### src/hdl/isb_pkg.sv
// Shared constants, types and anchor position tables for the shape blend core.
// No dependencies; imported by isb_div and idw_shape_blend_core.
package isb_pkg;

  localparam int ANCHOR_COUNT = 12;
  localparam int PARAM_COUNT  = 32;
  localparam int ANC_W        = 4;
  localparam int PRM_W        = 5;
  localparam int SHAPE_DEPTH  = ANCHOR_COUNT * PARAM_COUNT;
  localparam int SHAPE_AW     = 9;
  localparam int NUM_W        = 91;   // dividend width: 61-bit weight shifted left by 30
  localparam int DVS_W        = 64;
  localparam int CNT_W        = 7;

  localparam logic [ANC_W-1:0] LAST_ANCHOR = ANC_W'(ANCHOR_COUNT - 1);
  localparam logic [PRM_W-1:0] LAST_PARAM  = PRM_W'(PARAM_COUNT - 1);

  localparam logic [CNT_W-1:0] W_STEPS    = CNT_W'(61);
  localparam logic [CNT_W-1:0] NORM_STEPS = CNT_W'(91);

  localparam logic CMD_LOAD  = 1'b0;
  localparam logic CMD_BLEND = 1'b1;

  typedef logic [11:0] hz_t;

  function automatic hz_t pos_f1(input logic [ANC_W-1:0] idx);
    hz_t v;
    case (idx)
      4'd0:    v = 12'd280;
      4'd1:    v = 12'd400;
      4'd2:    v = 12'd400;
      4'd3:    v = 12'd550;
      4'd4:    v = 12'd700;
      4'd5:    v = 12'd730;
      4'd6:    v = 12'd600;
      4'd7:    v = 12'd650;
      4'd8:    v = 12'd500;
      4'd9:    v = 12'd450;
      4'd10:   v = 12'd450;
      4'd11:   v = 12'd300;
      default: v = 12'd0;
    endcase
    return v;
  endfunction

  function automatic hz_t pos_f2(input logic [ANC_W-1:0] idx);
    hz_t v;
    case (idx)
      4'd0:    v = 12'd2250;
      4'd1:    v = 12'd2100;
      4'd2:    v = 12'd2050;
      4'd3:    v = 12'd1850;
      4'd4:    v = 12'd1750;
      4'd5:    v = 12'd1100;
      4'd6:    v = 12'd900;
      4'd7:    v = 12'd1200;
      4'd8:    v = 12'd1500;
      4'd9:    v = 12'd850;
      4'd10:   v = 12'd1050;
      4'd11:   v = 12'd750;
      default: v = 12'd0;
    endcase
    return v;
  endfunction

  function automatic hz_t abs_diff(input hz_t a, input hz_t b);
    return (a > b) ? (a - b) : (b - a);
  endfunction

endpackage

### src/hdl/isb_div.sv
// Restoring divider, one quotient bit per cycle, dividend consumed MSB first.
// Depends on isb_pkg for widths.
module isb_div
  import isb_pkg::*;
(
  input  logic             clk,
  input  logic             rst_n,
  input  logic             start,
  input  logic [NUM_W-1:0] dividend,
  input  logic [DVS_W-1:0] divisor,
  input  logic [CNT_W-1:0] steps,
  output logic             done,
  output logic [DVS_W-1:0] quotient
);

  logic             busy_r;
  logic             done_r;
  logic [CNT_W-1:0] cnt_r;
  logic [DVS_W-1:0] rem_r;
  logic [NUM_W-1:0] num_r;
  logic [DVS_W-1:0] quo_r;
  logic [DVS_W-1:0] dvs_r;
  logic [DVS_W:0]   trial;
  logic             qbit;

  assign trial = {rem_r, num_r[NUM_W-1]};
  assign qbit  = (trial >= {1'b0, dvs_r});

  always_ff @(posedge clk) begin
    if (!rst_n) begin
      busy_r <= 1'b0;
      done_r <= 1'b0;
      cnt_r  <= '0;
    end else begin
      done_r <= 1'b0;
      if (start) begin
        busy_r <= 1'b1;
        cnt_r  <= steps;
      end else if (busy_r) begin
        cnt_r <= cnt_r - 1'b1;
        if (cnt_r == CNT_W'(1)) begin
          busy_r <= 1'b0;
          done_r <= 1'b1;
        end
      end
    end
  end

  always_ff @(posedge clk) begin
    if (start) begin
      rem_r <= '0;
      num_r <= dividend;
      quo_r <= '0;
      dvs_r <= divisor;
    end else if (busy_r) begin
      // keep the partial remainder below the divisor
      rem_r <= qbit ? DVS_W'(trial - {1'b0, dvs_r}) : trial[DVS_W-1:0];
      num_r <= {num_r[NUM_W-2:0], 1'b0};
      quo_r <= {quo_r[DVS_W-2:0], qbit};
    end
  end

  assign done     = done_r;
  assign quotient = quo_r;

endmodule

### config.mk
export PLATFORM = sky130hd
export DESIGN_NAME = isb_div
export DESIGN_NICKNAME = d
export VERILOG_FILES = /design/src/hdl/isb_pkg.sv /design/src/hdl/isb_div.sv
export SDC_FILE = /design/constraint.sdc
export NUM_CORES = 1
export LEC_CHECK = 0
export BUFFER_PORTS_ARGS = -buffer_cell sky130_fd_sc_hd__buf_4
export CORE_MARGIN = 4
export CORE_UTILIZATION = 64
export CTS_BUF_LIST = sky130_fd_sc_hd__clkbuf_8
export DETAILED_ROUTE_END_ITERATION = 7
export PLACE_DENSITY = 0.95
export SYNTH_ARGS = -nofsm -noshare
export SYNTH_HDL_FRONTEND = slang
export SYNTH_SLANG_ARGS = --single-unit
### constraint.sdc
create_clock -name clk -period 6.58 [get_ports clk]
set_input_delay 0.329 -clock clk [delete_from_list [all_inputs] [get_ports clk]]
set_output_delay 0.329 -clock clk [all_outputs]
set_load 0.05 [all_outputs]
==> flow_summary.ini <==
[logic_synthesis]
synthesis.nets = 1748
yosysWarningCount = 0
synth.avg_cell_area_sq_um = 10.2
synthTopCellsByCount = nor2_1, edfxtp_1, dfxtp_1
seq_area_frac_synth = 0.478
synth_most_common_cell = nor2_1
post_synth_num_cell_types = 69
synth_area_sq_um = 15500
synth.top_cells.by_area = edfxtp_1, dfxtp_1, mux2_2
yosys.area.top_type = edfxtp_1
number_of_enable_flip_flop_cells_after_synthesis = 155
synthArstFlopShare = 0
ys_ff_latch = 292
most_used_flip_flop_cell_after_synthesis = edfxtp_1
synth_top_area_frac = 0.301
synthesis.instances = 1516

[power_and_ir_drop]
total_leakage_power_nw = 8.02
power.density_cell_area_nw_per_um2 = 253
vdd.ir_drop.worst_v = 0.000269

[sta]
rsz_0062_raised_after_global_routing = false
setup_viol = 0
timing.final.max_slew_violations = 0
totalNegativeSetupSlack_ns = 0
timing_worst_slew_pin_value_ns = 1.23
timing.final.crit_share = 0.626
final_period_minus_worst_setup_slack_ns = 4.12
finalHoldWorstSlack_ns = 0.0365
slew_headroom = 0.177
timing.clock.skew_ns = 0.0427
fmax_mhz = 243
final_hold_viol_count = 0

[clock_tree]
cts_tree = yes
post_cts_resize_count = 0
cts-root-to-sink-buffers = 3
clock-sinks = 292
clk_latency_ns = 0.59
number_of_buffers_added_by_the_clock_tree_synthesis_step = 48
cts_hold_repair.buffers = 64
clk_transition_reported_paths_ns = 0.07
postCtsSetupBuffers = 0
cts_max_level = 2
cts-root-buf = clkbuf_8

[placement]
place.detailed.hpwl_um = 27100
placement.io_buffers = 229
globalplace.congestion = 0.898

[grt]
globalRoute.totalOverflow = 0
grt_start_max_net_pins = 124
global_route_wire_length_before_repair_um = 66500
grt_pass1_vias = 12800
grt_antenna_before_repair = 2
grt_use_total = 0.311

[cells_and_area]
drive_above_1_share = 0.232
final_util = 0.796
final_net_count = 2011
synthToLayoutAreaGrowth_pct = 21.5

[route]
drt_pre_antenna_iters = 7
num_vias = 12600
detailedRoute.firstIterationViolations = 1122
drc = 0
route.final.wire_length_um = 42400
routedWlPerCell_um = 19.8
ant_nets = 0
detail_route.vias_per_cell = 5.89

[die]
die_footprint_sq_um = 26700
floorplan.die.height_um = 163
placementRows = 56
initial_core_util = 0.655
floorplan.io_pins = 230
core_area_sq_um = 23600
fp.dieW_um = 163

[setup_path]
critical_path_peak_fanout = 45
cp.required_ns = 7.08
cp.arrival_ns = 4.62
startpoint_type = flip-flop
endpoint_kind = flip-flop
crit_type = flip-flop to flip-flop

[run_status]
run_status = finished clean

[flow_run]
max_cap_violations = 0

[hold_path]
path_class_of_the_lowest_slack_min_delay_path = primary input to flip-flop
-- cell type report --
class	count	area (sq um)
Timing Repair Buffer	299	2410
Antenna cell	3	7.51
Multi-Input combinational cell	1052	7370
Fill cell	1313	4820
Tap cell	319	399
Clock inverter	36	165
Sequential cell	292	7400
Inverter	86	323
Clock buffer	52	716
-- where the power goes --
part	total (W)	leakage [nW]	internal (W)	switching [W]
logic	0.00110	4.80	0.000470	0.000630
clock network	0.00149	0.561	0.000734	0.000761
registers	0.00216	2.66	0.00208	0.0000786
total	0.00475	8.02	0.00328	0.00147
-- state kept, by name (all words and copies together) (netlist names) --
register  cells
busy_r        1
cnt_r         7
done          1
dvs_r        64
num_r        91
quotient     64
rem_r        64
-- layer usage --
layer,global-route usage,part of all wire,vias to the layer above
li1,-,-,5990
met3,0.0871,0.088,121
met5,0,0,-
met2,0.532,0.49,591
met4,0.121,0.038,0
met1,0.373,0.39,5898
-- metrics by stage --
step / total power (W) / worst slack (ns) / cell area, sq um / cells
after global placement: 0.00318 / 2.63 / 17300 / 1984
after global routing: 0.00496 / 2.20 / 18800 / 2138
after CTS: 0.00473 / 2.49 / 18800 / 2136
after detailed placement: 0.00322 / 2.50 / 17300 / 1984
after floorplan: 0.00296 / 3.68 / 15500 / 1516
final: 0.00475 / 2.46 / 18800 / 2139
-- worst max-delay path: stages, from the launching register on --
cell	delay, ns
edfxtp_1	0.33
inv_1	0.04
ha_1	0.35
a21o_1	0.19
a31oi_1	0.27
a2111oi_2	0.13
nor3_2	0.31
o31ai_4	0.14
a21oi_2	0.20
a21oi_4	0.09
a21oi_4	0.77
buf_4	0.54
nor2b_1	0.22
a21boi_1	0.19
nor4_2	0.24
-- placed cells by master (no fill, tap or decap), types with 13 or more instances in the layout --
master         instances
nand4_1               18
edfxtp_1             155
a31oi_1               13
xor2_1                27
ha_1                  66
nand2_1               78
xnor2_1               32
o21ai_0               37
mux2_2                90
a21oi_1              131
nand3_1               21
nor2b_1               16
a211oi_1              42
a211oi_2              19
a21o_1                26
nor2_1               211
inv_1                117
dfxtp_1              136
mux2i_1               76
dlygate4sd3_1         64
o21bai_1              15
clkbuf_8              52
buf_4                234
nor3_1                14
-- worst paths after layout --
kind                                             from                      to  slack (ns)  cells after the start
worst min register to register  rem_r[3]$_SDFFE_PP0P_   rem_r[3]$_SDFFE_PP0P_        0.51                      2
worst max-delay path               dvs_r[4]$_DFFE_PP_  rem_r[62]$_SDFFE_PP0P_        2.46                     14
worst min-delay path                     dividend[20]     num_r[20]$_DFFE_PP_        0.04                      2
worst max register to register     dvs_r[4]$_DFFE_PP_  rem_r[62]$_SDFFE_PP0P_        2.46                     14
-- cells by family after synthesis --
family	Yosys count	synth area share
AND/OR/NAND/NOR	405	0.118
AO/OA/AOI/OAI	355	0.156
flip-flops	292	0.478
buffers and inverters	172	0.0457
multiplexers	166	0.115
adder cells (fa/ha/maj)	67	0.0547
XOR/XNOR	59	0.0334
Power figures use the tool's default switching activity.
